==> src/rtl/shs_pkg.sv <==
// ----------------------------------------------------------------------------
// SHA-256 stream hasher package
// Shared constants, round functions and the control types passed between
// the hasher sequencer and the compression unit.
// ----------------------------------------------------------------------------
package shs_pkg;

    // Byte appended after the message, and the block position of the length.
    localparam logic [7:0]  PAD_MARK  = 8'h80;
    localparam logic [5:0]  LEN_POS   = 6'd56;
    localparam logic [63:0] BYTE_BITS = 64'd8;
    localparam logic [2:0]  LAST_WORD = 3'd7;
    localparam logic [2:0]  LAST_LEN_BYTE = 3'd7;
    localparam logic [5:0]  LAST_ROUND = 6'd63;
    localparam logic [5:0]  LAST_BYTE  = 6'd63;

    // Initial hash values.
    localparam logic [31:0] INIT_CHAIN [8] = '{
        32'h6a09e667, 32'hbb67ae85, 32'h3c6ef372, 32'ha54ff53a,
        32'h510e527f, 32'h9b05688c, 32'h1f83d9ab, 32'h5be0cd19};

    // Round constants.
    localparam logic [31:0] ROUND_K [64] = '{
        32'h428a2f98, 32'h71374491, 32'hb5c0fbcf, 32'he9b5dba5,
        32'h3956c25b, 32'h59f111f1, 32'h923f82a4, 32'hab1c5ed5,
        32'hd807aa98, 32'h12835b01, 32'h243185be, 32'h550c7dc3,
        32'h72be5d74, 32'h80deb1fe, 32'h9bdc06a7, 32'hc19bf174,
        32'he49b69c1, 32'hefbe4786, 32'h0fc19dc6, 32'h240ca1cc,
        32'h2de92c6f, 32'h4a7484aa, 32'h5cb0a9dc, 32'h76f988da,
        32'h983e5152, 32'ha831c66d, 32'hb00327c8, 32'hbf597fc7,
        32'hc6e00bf3, 32'hd5a79147, 32'h06ca6351, 32'h14292967,
        32'h27b70a85, 32'h2e1b2138, 32'h4d2c6dfc, 32'h53380d13,
        32'h650a7354, 32'h766a0abb, 32'h81c2c92e, 32'h92722c85,
        32'ha2bfe8a1, 32'ha81a664b, 32'hc24b8b70, 32'hc76c51a3,
        32'hd192e819, 32'hd6990624, 32'hf40e3585, 32'h106aa070,
        32'h19a4c116, 32'h1e376c08, 32'h2748774c, 32'h34b0bcb5,
        32'h391c0cb3, 32'h4ed8aa4a, 32'h5b9cca4f, 32'h682e6ff3,
        32'h748f82ee, 32'h78a5636f, 32'h84c87814, 32'h8cc70208,
        32'h90befffa, 32'ha4506ceb, 32'hbef9a3f7, 32'hc67178f2};

    // Requests from the sequencer to the compression unit.
    typedef struct packed {
        logic       start;
        logic       init_chain;
        logic       wr_en;
        logic [5:0] wr_idx;
        logic [7:0] wr_data;
    } t_cmp_ctrl;

    // Status returned by the compression unit.
    typedef struct packed {
        logic busy;
        logic done;
    } t_cmp_status;

    function automatic logic [31:0] rotr32(input logic [31:0] x, input int unsigned n);
        rotr32 = (x >> n) | (x << (32 - n));
    endfunction

    function automatic logic [31:0] big_sigma0(input logic [31:0] x);
        big_sigma0 = rotr32(x, 2) ^ rotr32(x, 13) ^ rotr32(x, 22);
    endfunction

    function automatic logic [31:0] big_sigma1(input logic [31:0] x);
        big_sigma1 = rotr32(x, 6) ^ rotr32(x, 11) ^ rotr32(x, 25);
    endfunction

    function automatic logic [31:0] small_sigma0(input logic [31:0] x);
        small_sigma0 = rotr32(x, 7) ^ rotr32(x, 18) ^ (x >> 3);
    endfunction

    function automatic logic [31:0] small_sigma1(input logic [31:0] x);
        small_sigma1 = rotr32(x, 17) ^ rotr32(x, 19) ^ (x >> 10);
    endfunction

endpackage

==> src/rtl/shs_byte_if.sv <==
// ----------------------------------------------------------------------------
// SHA-256 byte channel
// Valid/ready channel carrying one message byte and its framing flags.
// ----------------------------------------------------------------------------
interface shs_byte_if;
    logic       valid;
    logic       ready;
    logic [7:0] byte_value;
    logic       carries_byte;
    logic       ends_message;

    modport source (output valid, output byte_value, output carries_byte,
                    output ends_message, input ready);
    modport sink   (input valid, input byte_value, input carries_byte,
                    input ends_message, output ready);
endinterface

==> src/rtl/shs_word_if.sv <==
// ----------------------------------------------------------------------------
// SHA-256 digest channel
// Valid/ready channel carrying one 32-bit digest word and its position.
// ----------------------------------------------------------------------------
interface shs_word_if;
    logic        valid;
    logic        ready;
    logic [31:0] digest_word;
    logic [2:0]  word_index;
    logic        last_word;

    modport source (output valid, output digest_word, output word_index,
                    output last_word, input ready);
    modport sink   (input valid, input digest_word, input word_index,
                    input last_word, output ready);
endinterface

==> src/rtl/sha256_stream_hasher.sv <==
// ----------------------------------------------------------------------------
// SHA-256 stream hasher
// Takes a message at most one byte per transfer, pads it on the end flag and returns
// the eight digest words, most significant first.
// ----------------------------------------------------------------------------
// A byte that does not fill a block leaves the input ready for the next one.
// A byte that fills a block holds the input off through the load, the 64 rounds,
// the chain update and the completion pulse from the round unit.
// An ending transfer is followed by the padding mark, the zero bytes and the
// length bytes, each compression on the way, then eight output transfers.
// Synchronous active-low reset restores the initial hash and a zero length.
module sha256_stream_hasher (
    input  logic             i_clk,
    input  logic             i_rst_n,
    shs_byte_if.sink         i_in,
    shs_word_if.source       o_out
);
    import shs_pkg::*;

    typedef enum logic [2:0] {S_IDLE, S_MARK, S_ZERO, S_LEN, S_WAIT, S_OUT} t_state;

    t_state      r_state, n_state;
    t_state      r_ret, n_ret;
    logic [63:0] r_bit_len, n_bit_len;
    logic [5:0]  r_byte_idx, n_byte_idx;
    logic [63:0] r_len, n_len;
    logic [2:0]  r_len_cnt, n_len_cnt;
    logic [2:0]  r_word, n_word;
    logic        r_start, n_start;

    logic        w_in_xfer;
    logic        w_out_xfer;
    logic        w_put;
    logic [7:0]  w_put_data;
    logic        w_init;
    logic [63:0] w_len_add;

    t_cmp_ctrl   w_ctrl;
    t_cmp_status w_sts;
    logic [31:0] w_chain [8];

    assign i_in.ready  = (r_state == S_IDLE);
    assign o_out.valid = (r_state == S_OUT);
    assign w_in_xfer   = i_in.valid && i_in.ready;
    assign w_out_xfer  = o_out.valid && o_out.ready;
    assign w_len_add   = i_in.carries_byte ? BYTE_BITS : 64'd0;

    // Sequencer: message bytes, padding, length, compression waits, output.
    always_comb begin
        n_state    = r_state;
        n_ret      = r_ret;
        n_bit_len  = r_bit_len;
        n_byte_idx = r_byte_idx;
        n_len      = r_len;
        n_len_cnt  = r_len_cnt;
        n_word     = r_word;
        n_start    = 1'b0;
        w_put      = 1'b0;
        w_put_data = '0;
        w_init     = 1'b0;
        unique case (r_state)
            S_IDLE: begin
                if (w_in_xfer) begin
                    w_put      = i_in.carries_byte;
                    w_put_data = i_in.byte_value;
                    n_bit_len  = r_bit_len + w_len_add;
                    if (i_in.ends_message) begin
                        n_len     = r_bit_len + w_len_add;
                        n_len_cnt = '0;
                        n_state   = S_MARK;
                    end
                end
            end
            S_MARK: begin
                w_put      = 1'b1;
                w_put_data = PAD_MARK;
                n_state    = S_ZERO;
            end
            S_ZERO: begin
                if (r_byte_idx == LEN_POS) begin
                    n_state = S_LEN;
                end else begin
                    w_put = 1'b1;
                end
            end
            S_LEN: begin
                w_put      = 1'b1;
                w_put_data = r_len[63:56];
                n_len      = {r_len[55:0], 8'd0};
                n_len_cnt  = r_len_cnt + 3'd1;
                if (r_len_cnt == LAST_LEN_BYTE) begin
                    n_state = S_OUT;
                end
            end
            S_WAIT: begin
                if (w_sts.done) begin
                    n_state = r_ret;
                end
            end
            S_OUT: begin
                if (w_out_xfer) begin
                    n_word = r_word + 3'd1;
                    if (r_word == LAST_WORD) begin
                        w_init     = 1'b1;
                        n_bit_len  = '0;
                        n_byte_idx = '0;
                        n_state    = S_IDLE;
                    end
                end
            end
            default: n_state = S_IDLE;
        endcase

        // A byte that completes a block starts a compression and parks the
        // sequencer until it finishes.
        if (w_put) begin
            n_byte_idx = r_byte_idx + 6'd1;
            if (r_byte_idx == LAST_BYTE) begin
                n_ret   = n_state;
                n_state = S_WAIT;
                n_start = 1'b1;
            end
        end
    end

    always_ff @(posedge i_clk) begin
        if (!i_rst_n) begin
            r_state    <= S_IDLE;
            r_ret      <= S_IDLE;
            r_bit_len  <= '0;
            r_byte_idx <= '0;
            r_len_cnt  <= '0;
            r_word     <= '0;
            r_start    <= 1'b0;
        end else begin
            r_state    <= n_state;
            r_ret      <= n_ret;
            r_bit_len  <= n_bit_len;
            r_byte_idx <= n_byte_idx;
            r_len_cnt  <= n_len_cnt;
            r_word     <= n_word;
            r_start    <= n_start;
        end
    end

    // Latched length is payload only.
    always_ff @(posedge i_clk) begin
        r_len <= n_len;
    end

    // Requests to the compression unit.
    always_comb begin
        w_ctrl.start      = r_start;
        w_ctrl.init_chain = w_init;
        w_ctrl.wr_en      = w_put;
        w_ctrl.wr_idx     = r_byte_idx;
        w_ctrl.wr_data    = w_put_data;
    end

    shs_compress u_compress (
        .i_clk    (i_clk),
        .i_rst_n  (i_rst_n),
        .i_ctrl   (w_ctrl),
        .o_status (w_sts),
        .o_chain  (w_chain)
    );

    // Digest words are read straight from the chain value.
    assign o_out.digest_word = w_chain[r_word];
    assign o_out.word_index  = r_word;
    assign o_out.last_word   = (r_word == LAST_WORD);

    // A byte is never written into the store while a compression runs.
    a_no_write_busy: assert property (@(posedge i_clk) disable iff (!i_rst_n)
        w_put |-> !w_sts.busy)
        else $error("byte written while compression unit busy");

    // Completion only arrives while the sequencer waits for it.
    a_done_in_wait: assert property (@(posedge i_clk) disable iff (!i_rst_n)
        w_sts.done |-> (r_state == S_WAIT))
        else $error("compression finished outside the wait state");

    // The digest is only offered on a block boundary with the unit idle.
    a_out_clean: assert property (@(posedge i_clk) disable iff (!i_rst_n)
        o_out.valid |-> (r_byte_idx == '0 && !w_sts.busy))
        else $error("digest offered mid-block or during compression");

    // The last word transfer re-arms the block for a fresh message.
    a_rearm: assert property (@(posedge i_clk) disable iff (!i_rst_n)
        (w_out_xfer && o_out.last_word) |=> (r_state == S_IDLE && r_bit_len == '0))
        else $error("block not re-initialised after the digest");

endmodule

==> src/rtl/shs_compress.sv <==
// ----------------------------------------------------------------------------
// SHA-256 compression unit
// Holds the block store, the working variables and the chain value, and runs
// one round per cycle: load, 64 rounds, chain update.
// ----------------------------------------------------------------------------
module shs_compress (
    input  logic                i_clk,
    input  logic                i_rst_n,
    input  shs_pkg::t_cmp_ctrl  i_ctrl,
    output shs_pkg::t_cmp_status o_status,
    output logic [31:0]         o_chain [8]
);
    import shs_pkg::*;

    typedef enum logic [1:0] {C_IDLE, C_ROUND, C_FINAL} t_cmp_state;

    t_cmp_state  r_state;
    logic [5:0]  r_round;
    logic        r_done;
    logic [31:0] r_chain [8];
    logic [31:0] r_w [16];
    logic [31:0] r_v [8];

    logic [31:0] w_t1;
    logic [31:0] w_t2;
    logic [31:0] w_sched;

    // Round logic: one SHA-256 round on the working variables.
    always_comb begin
        w_t1 = r_v[7] + big_sigma1(r_v[4]) + ((r_v[4] & r_v[5]) ^ (~r_v[4] & r_v[6]))
             + ROUND_K[r_round] + r_w[0];
        w_t2 = big_sigma0(r_v[0])
             + ((r_v[0] & r_v[1]) ^ (r_v[0] & r_v[2]) ^ (r_v[1] & r_v[2]));
        w_sched = r_w[0] + small_sigma0(r_w[1]) + r_w[9] + small_sigma1(r_w[14]);
    end

    // Sequencer, chain value and completion pulse.
    always_ff @(posedge i_clk) begin
        if (!i_rst_n) begin
            r_state <= C_IDLE;
            r_round <= '0;
            r_done  <= 1'b0;
            for (int i = 0; i < 8; i++) r_chain[i] <= INIT_CHAIN[i];
        end else begin
            r_done <= 1'b0;
            unique case (r_state)
                C_IDLE: begin
                    if (i_ctrl.init_chain) begin
                        for (int i = 0; i < 8; i++) r_chain[i] <= INIT_CHAIN[i];
                    end
                    if (i_ctrl.start) begin
                        r_state <= C_ROUND;
                        r_round <= '0;
                    end
                end
                C_ROUND: begin
                    r_round <= r_round + 6'd1;
                    if (r_round == LAST_ROUND) begin
                        r_state <= C_FINAL;
                    end
                end
                C_FINAL: begin
                    for (int i = 0; i < 8; i++) r_chain[i] <= r_chain[i] + r_v[i];
                    r_done  <= 1'b1;
                    r_state <= C_IDLE;
                end
                default: r_state <= C_IDLE;
            endcase
        end
    end

    // Block store and working variables; the store doubles as the schedule
    // window and shifts by one word each round.
    always_ff @(posedge i_clk) begin
        if (r_state == C_IDLE && i_ctrl.wr_en) begin
            if (i_ctrl.wr_idx[1:0] == 2'd0) begin
                r_w[i_ctrl.wr_idx[5:2]] <= {i_ctrl.wr_data, 24'd0};
            end else begin
                r_w[i_ctrl.wr_idx[5:2]][(6'd31 - {1'b0, i_ctrl.wr_idx[1:0], 3'd0}) -: 8]
                    <= i_ctrl.wr_data;
            end
        end
        if (r_state == C_IDLE && i_ctrl.start) begin
            for (int i = 0; i < 8; i++) r_v[i] <= r_chain[i];
        end
        if (r_state == C_ROUND) begin
            for (int i = 0; i < 15; i++) r_w[i] <= r_w[i + 1];
            r_w[15] <= w_sched;
            r_v[7] <= r_v[6];
            r_v[6] <= r_v[5];
            r_v[5] <= r_v[4];
            r_v[4] <= r_v[3] + w_t1;
            r_v[3] <= r_v[2];
            r_v[2] <= r_v[1];
            r_v[1] <= r_v[0];
            r_v[0] <= w_t1 + w_t2;
        end
    end

    assign o_status.busy = (r_state != C_IDLE);
    assign o_status.done = r_done;
    assign o_chain       = r_chain;

endmodule

==> src/flat_wrapper.sv <==
// flat-port wrapper written by rule: the top's interface ports become plain ports
module sha256_stream_hasher_flat import shs_pkg::*;
  (i_clk, i_rst_n, i_in_valid, i_in_byte_value, i_in_carries_byte, i_in_ends_message, i_in_ready, o_out_valid, o_out_digest_word, o_out_word_index, o_out_last_word, o_out_ready);
  shs_byte_if i_in_i ();
  shs_word_if o_out_i ();
  input  logic i_clk;
  input  logic i_rst_n;
  input wire logic [$bits(i_in_i.valid)-1:0] i_in_valid;
  input wire logic [$bits(i_in_i.byte_value)-1:0] i_in_byte_value;
  input wire logic [$bits(i_in_i.carries_byte)-1:0] i_in_carries_byte;
  input wire logic [$bits(i_in_i.ends_message)-1:0] i_in_ends_message;
  output wire logic [$bits(i_in_i.ready)-1:0] i_in_ready;
  output wire logic [$bits(o_out_i.valid)-1:0] o_out_valid;
  output wire logic [$bits(o_out_i.digest_word)-1:0] o_out_digest_word;
  output wire logic [$bits(o_out_i.word_index)-1:0] o_out_word_index;
  output wire logic [$bits(o_out_i.last_word)-1:0] o_out_last_word;
  input wire logic [$bits(o_out_i.ready)-1:0] o_out_ready;
  assign i_in_i.valid = i_in_valid;
  assign i_in_i.byte_value = i_in_byte_value;
  assign i_in_i.carries_byte = i_in_carries_byte;
  assign i_in_i.ends_message = i_in_ends_message;
  assign i_in_ready = i_in_i.ready;
  assign o_out_valid = o_out_i.valid;
  assign o_out_digest_word = o_out_i.digest_word;
  assign o_out_word_index = o_out_i.word_index;
  assign o_out_last_word = o_out_i.last_word;
  assign o_out_i.ready = o_out_ready;
  sha256_stream_hasher u_core (.i_clk(i_clk), .i_rst_n(i_rst_n), .i_in(i_in_i), .o_out(o_out_i));
endmodule
==> config.mk <==
export PLATFORM = sky130hd
export DESIGN_NAME = sha256_stream_hasher_flat
export DESIGN_NICKNAME = d
export VERILOG_FILES = /design/src/rtl/shs_pkg.sv /design/src/rtl/shs_byte_if.sv /design/src/rtl/shs_word_if.sv /design/src/rtl/sha256_stream_hasher.sv /design/src/rtl/shs_compress.sv /design/src/flat_wrapper.sv
export SDC_FILE = /design/constraint.sdc
export NUM_CORES = 2
export LEC_CHECK = 0
export ABC_AREA = 0
export BUFFER_PORTS_ARGS = -buffer_cell sky130_fd_sc_hd__buf_2
export CELL_PAD_IN_SITES_DETAIL_PLACEMENT = 0
export CELL_PAD_IN_SITES_GLOBAL_PLACEMENT = 1
export CORE_ASPECT_RATIO = 1.4
export CORE_UTILIZATION = 30
export CTS_CLUSTER_DIAMETER = 200
export DETAILED_ROUTE_END_ITERATION = 10
export PLACE_DENSITY = 0.52
export SLEW_MARGIN = 20
export SYNTH_ARGS = -nofsm -noshare
export SYNTH_HDL_FRONTEND = slang
export SYNTH_SLANG_ARGS = --single-unit
export TNS_END_PERCENT = 30
==> constraint.sdc <==
create_clock -name i_clk -period 8.22 [get_ports i_clk]
set_input_delay 2.466 -clock i_clk [delete_from_list [all_inputs] [get_ports i_clk]]
set_output_delay 2.466 -clock i_clk [all_outputs]
set_load 0.005 [all_outputs]
# Word level (Yosys, flattened, before mapping)
# Memory sizes are Yosys's and may differ from the RTL's.
# Cells that the tools add are included.
[op_classes] n_addsub=25 mul=0 n_div=0 order_cmp=2 eq_ne=19 shifts=2 n_mux=100 bitwise=69 reduce_logical=25
[ops] op="32-bit adder" count=18
[ops] op="256-bit one-hot mux with 2 select lines" count=1
[ops] op="32-bit two-way mux" count=15
[ops] op="64-bit two-way mux" count=5
[ops] op="32-bit bitwise XOR" count=9
[ops] op="256-bit two-way mux" count=1
[ops] op="64-bit one-hot mux with 2 select lines" count=2
[ops] op="32-bit AND" count=5
[ops] op="32-bit binary-select mux with 3-bit select" count=1
[ops] op="64-bit adder" count=1
[ops] op="1-bit two-way mux" count=48
[ops] op="1-bit OR" count=40
[ops] op="8-bit by 8-bit variable shift with 39-bit output, first input constant" count=1
[ops] op="8-bit by 8-bit variable part select with 39-bit output" count=1
[ops] op="3-bit two-way mux" count=11
[ops] op="32-bit inverter" count=1
[ops] op="10-bit by 32-bit OR with 32-bit output" count=1
[ops] op="13-bit by 32-bit OR with 32-bit output" count=1
[ops] op="14-bit by 32-bit OR with 32-bit output" count=1
[ops] op="15-bit by 32-bit OR with 32-bit output" count=1
[ops] op="19-bit by 32-bit OR with 32-bit output" count=1
[ops] op="21-bit by 32-bit OR with 32-bit output" count=1
[ops] op="25-bit by 32-bit OR with 32-bit output" count=1
[ops] op="26-bit by 32-bit OR with 32-bit output" count=1
[ops] op="39 further kinds" count=74
[word_totals] regBits=412 latchBits=0 mem_bits_rw=768 romBits=2048 in_bits=14 output_inout_bits=38 elab_cells=264 mem_count=3
[mem_list] memory="(no name shown)" words=64 width=32 read_ports=1 rd_ports_with_merged_regs=0 wr=0 line="shs_compress.sv:31" rtl="+ ROUND_K[r_round] + r_w[0];"
[mem_list] memory="u_core.u_compress.r_w" words=16 width=32 read_ports=16 rd_ports_with_merged_regs=0 wr=16 line="shs_compress.sv:21" rtl="logic [31:0] r_w [16];"
[mem_list] memory="u_core.u_compress.r_v" words=8 width=32 read_ports=8 rd_ports_with_merged_regs=0 wr=8 line="shs_compress.sv:22" rtl="logic [31:0] r_v [8];"

# Logic depth before layout (Yosys ltp)
# An unclocked memory read counts as a cell.
[logic_depth] depth_word=10 ltp_mapped=42

# By module
# Synthesis repeated with hierarchy kept, for this count alone.
[unflattened] cells_unflattened=8018 hier_area_um2=77097.7
[modules_own_cells] module="shs_compress" n_inst=1 cells_per_inst=7007 area_per_inst_um2=67542.3 seq_area_each_um2=28367.2
[modules_own_cells] module="sha256_stream_hasher" n_inst=1 cells_per_inst=1011 area_per_inst_um2=9555.4 seq_area_each_um2=3433.3

# Worst setup path before layout
# No wires, ideal clock.
[synth_path] path_kind="flip-flop to flip-flop" from="register u_core.u_compress.r_round[1]" to="memory u_core.u_compress.r_v[0][31] (data pin)" setup_ns=0.268 arrival_time_ns=8.491 t_required_ns=7.952 slack_ns=-0.539 stages_incl_launch_ff=41 path_cell_list="dfxtp_1 -> clkbuf_1 -> inv_1 -> ha_1 -> clkbuf_1 -> inv_1 -> nand2_1 -> o21ai_0 -> nand2_1 -> o21ai_0 -> mux4_2 -> fa_1 -> inv_1 -> fa_1 -> inv_1 -> fa_1 -> inv_1 -> ha_1 -> (+5 left out) -> a21oi_1 -> o21ai_0 -> a21o_1 -> a21o_1 -> xor2_1 -> inv_1 -> fa_1 -> inv_1 -> ha_1 -> inv_1 -> o22ai_1 -> o21a_1 -> a311oi_1 -> o2111ai_1 -> a21oi_1 -> xnor2_1 -> xnor2_1 -> o21ai_0"
[synth_lines] element="start: declaration" line="shs_compress.sv:18" rtl="logic [5:0] r_round;"
[synth_lines] element="start signal: assignment" line="shs_compress.sv:57" rtl="r_round <= r_round + 6'd1;"
[synth_lines] element="end: declaration" line="shs_compress.sv:22"

==> results_dict.tcl <==
set metrics [dict create \
    root_buffer "clkbuf_16" \
    p_total_w 0.0167 \
    worstPathRequired_ns 8.76 \
    cp_slowest_cell "fa_1" \
    cts.sinks 1174 \
    startpoint_type "register" \
    reg2reg_to "u_core.u_compress.r_v[0][29]$_DFFE_PP_" \
    postSynthAreaPerCell_um2 9.73 \
    ioPinCount 52 \
    grt_overflow_total 0 \
    syn_inst 7819 \
    rsz0062_at_grt "yes" \
    hold_depth 2 \
    ys_ff_latch 1174 \
    p_leak_nw 37.5 \
    status "finished with violations" \
    irDropWorstVdd_mv 0.160 \
    skew_ns 0.0422 \
    hold_path_end "u_core.u_compress.o_chain[159]$_SDFFE_PN1P_" \
    maxCapViolations 0 \
    wire_per_inst_um 26.8 \
    ys_seq_area_share_pct 41.8 \
    die_w_um 428 \
    r2r_slack_ns -0.13 \
    fin_tns_setup_ns -0.256 \
    avgViaCountPerCell 5.28 \
    antenna_found_initial 5 \
    initial_utilization_pct 30.2 \
    setup_violations 2 \
    cp-end-kind "register" \
    yosysWarnings 0 \
    dp_hpwl_mm 234 \
    worstPathArrival_ns 8.89 \
    synth_edf_count 829 \
    numCtsBuffers 149 \
    clk_latency_ns 0.83 \
    die_y_um 598 \
    rows 218 \
    cpLargestDelayFamily "adder cells" \
    globalplace.congestion 0.927 \
    hold_viol_final 0 \
    hold_ws_ns 0.479 \
    vias 61600 \
    path_class "register to register" \
    grt_pass1_wl_mm 447 \
    drv_slew 0 \
    htree_levels 4 \
    first_pass_iters 5 \
    period_needed_ns 8.35 \
    portBuffers 51 \
    layout-drive-gt1-share_pct 15.4 \
    die-area_um2 256000 \
    relSlewSlack_pct 27.4 \
    synthesis.nets 8427 \
    grt_start_max_net_pins 164 \
    clockBufferDepth 4 \
    drc 0 \
    cp_common_cell "fa_1" \
    async_flop_share_pct 0 \
    first_global_vias 63400 \
    wl_mm 312 \
    period_share_pct 102 \
    reg2regPathDepth 42 \
    area_delta_synth_final_pct 18.0 \
    tritoncts "built" \
    ys_types 88 \
    layout.cells.most_common "nand2_1" \
    worstHoldStart "u_core.u_compress.o_chain[159]$_SDFFE_PN1P_" \
    syn_area_um2 76100 \
    critical_path.max_stage_delay_ns 0.52 \
    grt.total_usage_pct 24.1 \
    p_per_area_nw_per_um2 186 \
    max_freq_ghz 0.120 \
    violations "setup timing" \
    cp.buffers_inverters 13 \
    worst_pin_slew_ns 1.09 \
    place_ws_ns -0.750 \
    path_max_fanout 4 \
    final_cell_mix "nand2_1, edfxtp_1, buf_4, a21o_1, o21ai_0" \
    drt_iter0_drc 4002 \
    timing.rr.start "u_core.u_compress.r_round[1]$_SDFFE_PN0P_" \
    hold_path_class "register to register" \
    nNetsFinal 8853 \
    clk_pin_slew_worst_paths_ns 0.06 \
    synthFlopType "edfxtp_1" \
    setup_ws_ns -0.130 \
    drtAntennaViolNets 0 \
    core-area_um2 252000 \
]
## stage by stage
stage / instance area [um2] / util [%] / instances
2_1_floorplan: 76100 / - / 7819
3_3_place_gp: 84000 / 33.3 / 11400
3_5_place_dp: 84000 / 33.3 / 11400
4_1_cts: 89100 / 35.4 / 11600
5_1_grt: 89800 / 35.6 / 11700
6_report: 89800 / 35.6 / 11700
## metal layers
metal / wire, um / global-route usage (%)
met4: 20900 / 13.9
met3: 9940 / 2.35
met1: 118000 / 26.5
met2: 163000 / 44.5
met5: 0 / 0
## sequential cells by signal, indices dropped and copies added (netlist names)
name                       count
u_core.u_compress.r_v        256
u_core.r_start                 1
u_core.r_state                 3
u_core.r_byte_idx              6
u_core.o_out.word_index        3
u_core.u_compress.o_chain    256
u_core.u_compress.r_state      2
u_core.u_compress.r_round      6
u_core.r_ret                   3
u_core.r_len_cnt               3
u_core.u_compress.r_done       1
u_core.u_compress.r_w        512
u_core.r_len                  61
u_core.r_bit_len              61
## cell families (layout without fill, tap and decap cells)
family / count (synthesis) / after routing / synth area share (%)
AOI/OAI and AO/OA: 2344 / 2344 / 19.9
DFF: 1174 / 1174 / 41.8
muxes: 148 / 148 / 3.20
adders and majority gates: 597 / 597 / 11.7
and+or+nand+nor: 2156 / 2156 / 12.4
buffers and inverters: 780 / 1316 / 3.86
other: 0 / 4 / 0
xor gates and xnor gates: 620 / 620 / 7.14
## final cells by class
cell class / instances / area, um2
Fill cell: 25700 / 162000
Multi-Input combinational cell: 5865 / 42400
Sequential cell: 1174 / 31800
Timing Repair Buffer: 732 / 5640
Tap cell: 3300 / 4130
Clock buffer: 200 / 4070
Inverter: 323 / 1240
Clock inverter: 61 / 519
Antenna cell: 4 / 10.0
## synth_stat cells (65+ instances only)
| master | number | area share (%) |
|---|---|---|
| nand2_1 | 1109 | 5.5 |
| edfxtp_1 | 829 | 33 |
| a21o_1 | 603 | 6.0 |
| o21ai_0 | 542 | 3.6 |
| a21oi_1 | 481 | 3.2 |
| nor2_1 | 448 | 2.2 |
| clkbuf_1 | 409 | 2.0 |
| xnor2_1 | 409 | 4.7 |
| ha_1 | 399 | 6.6 |
| dfxtp_1 | 345 | 9.1 |
| inv_1 | 321 | 1.6 |
| xor2_1 | 211 | 2.4 |
| fa_1 | 195 | 5.1 |
| o21a_1 | 164 | 1.6 |
| nand3_1 | 120 | 0.79 |
| nor3_1 | 117 | 0.77 |
| o22ai_1 | 91 | 0.75 |
| a22oi_1 | 78 | 0.77 |
| mux4_2 | 71 | 2.1 |
| nand2b_1 | 65 | 0.53 |
## worst max-delay path by stage
stage                                                    from  cells past startpoint                                     end  slack (ns)
finish              u_core.u_compress.r_round[1]$_SDFFE_PN0P_                     42  u_core.u_compress.r_v[0][29]$_DFFE_PP_       -0.13
global route        u_core.u_compress.r_round[1]$_SDFFE_PN0P_                     41  u_core.u_compress.r_v[0][31]$_DFFE_PP_       -0.47
CTS                 u_core.u_compress.r_round[1]$_SDFFE_PN0P_                     42  u_core.u_compress.r_v[0][31]$_DFFE_PP_       -0.09
detailed placement  u_core.u_compress.r_round[0]$_SDFFE_PN0P_                     37  u_core.u_compress.r_v[0][31]$_DFFE_PP_       -0.75
global placement    u_core.u_compress.r_round[0]$_SDFFE_PN0P_                     37  u_core.u_compress.r_v[0][31]$_DFFE_PP_       -0.80
floorplan           u_core.u_compress.r_round[1]$_SDFFE_PN0P_                     40  u_core.u_compress.r_v[0][31]$_DFFE_PP_       0.008
## worst reg2reg max path: cells and delay by family, from the launching register on
family                   cells  cell delay [ns]
AO/OA/AOI/OAI               16             2.42
buffers and inverters       13             1.31
XOR/XNOR                     2             0.31
flip-flops                   1             0.36
AND/OR/NAND/NOR              4             0.78
adder cells (fa/ha/maj)      7             2.90
## report_power, final
| group | internal [W] | total [W] | switching [W] | leakage (nW) |
|---|---|---|---|---|
| combinational | 0.00189 | 0.00388 | 0.00199 | 25.2 |
| clock | 0.00372 | 0.00648 | 0.00276 | 2.24 |
| sequential | 0.00631 | 0.00637 | 0.0000585 | 10.1 |
## what timing repair did
item,4_1_cts,5_1_grt
gates resized for setup,103,119
hold buffers,0,0
setup buffers,16,14
pin swaps,67,59
setup endpoints to repair,24,20
(Power assumes the default switching activity.)
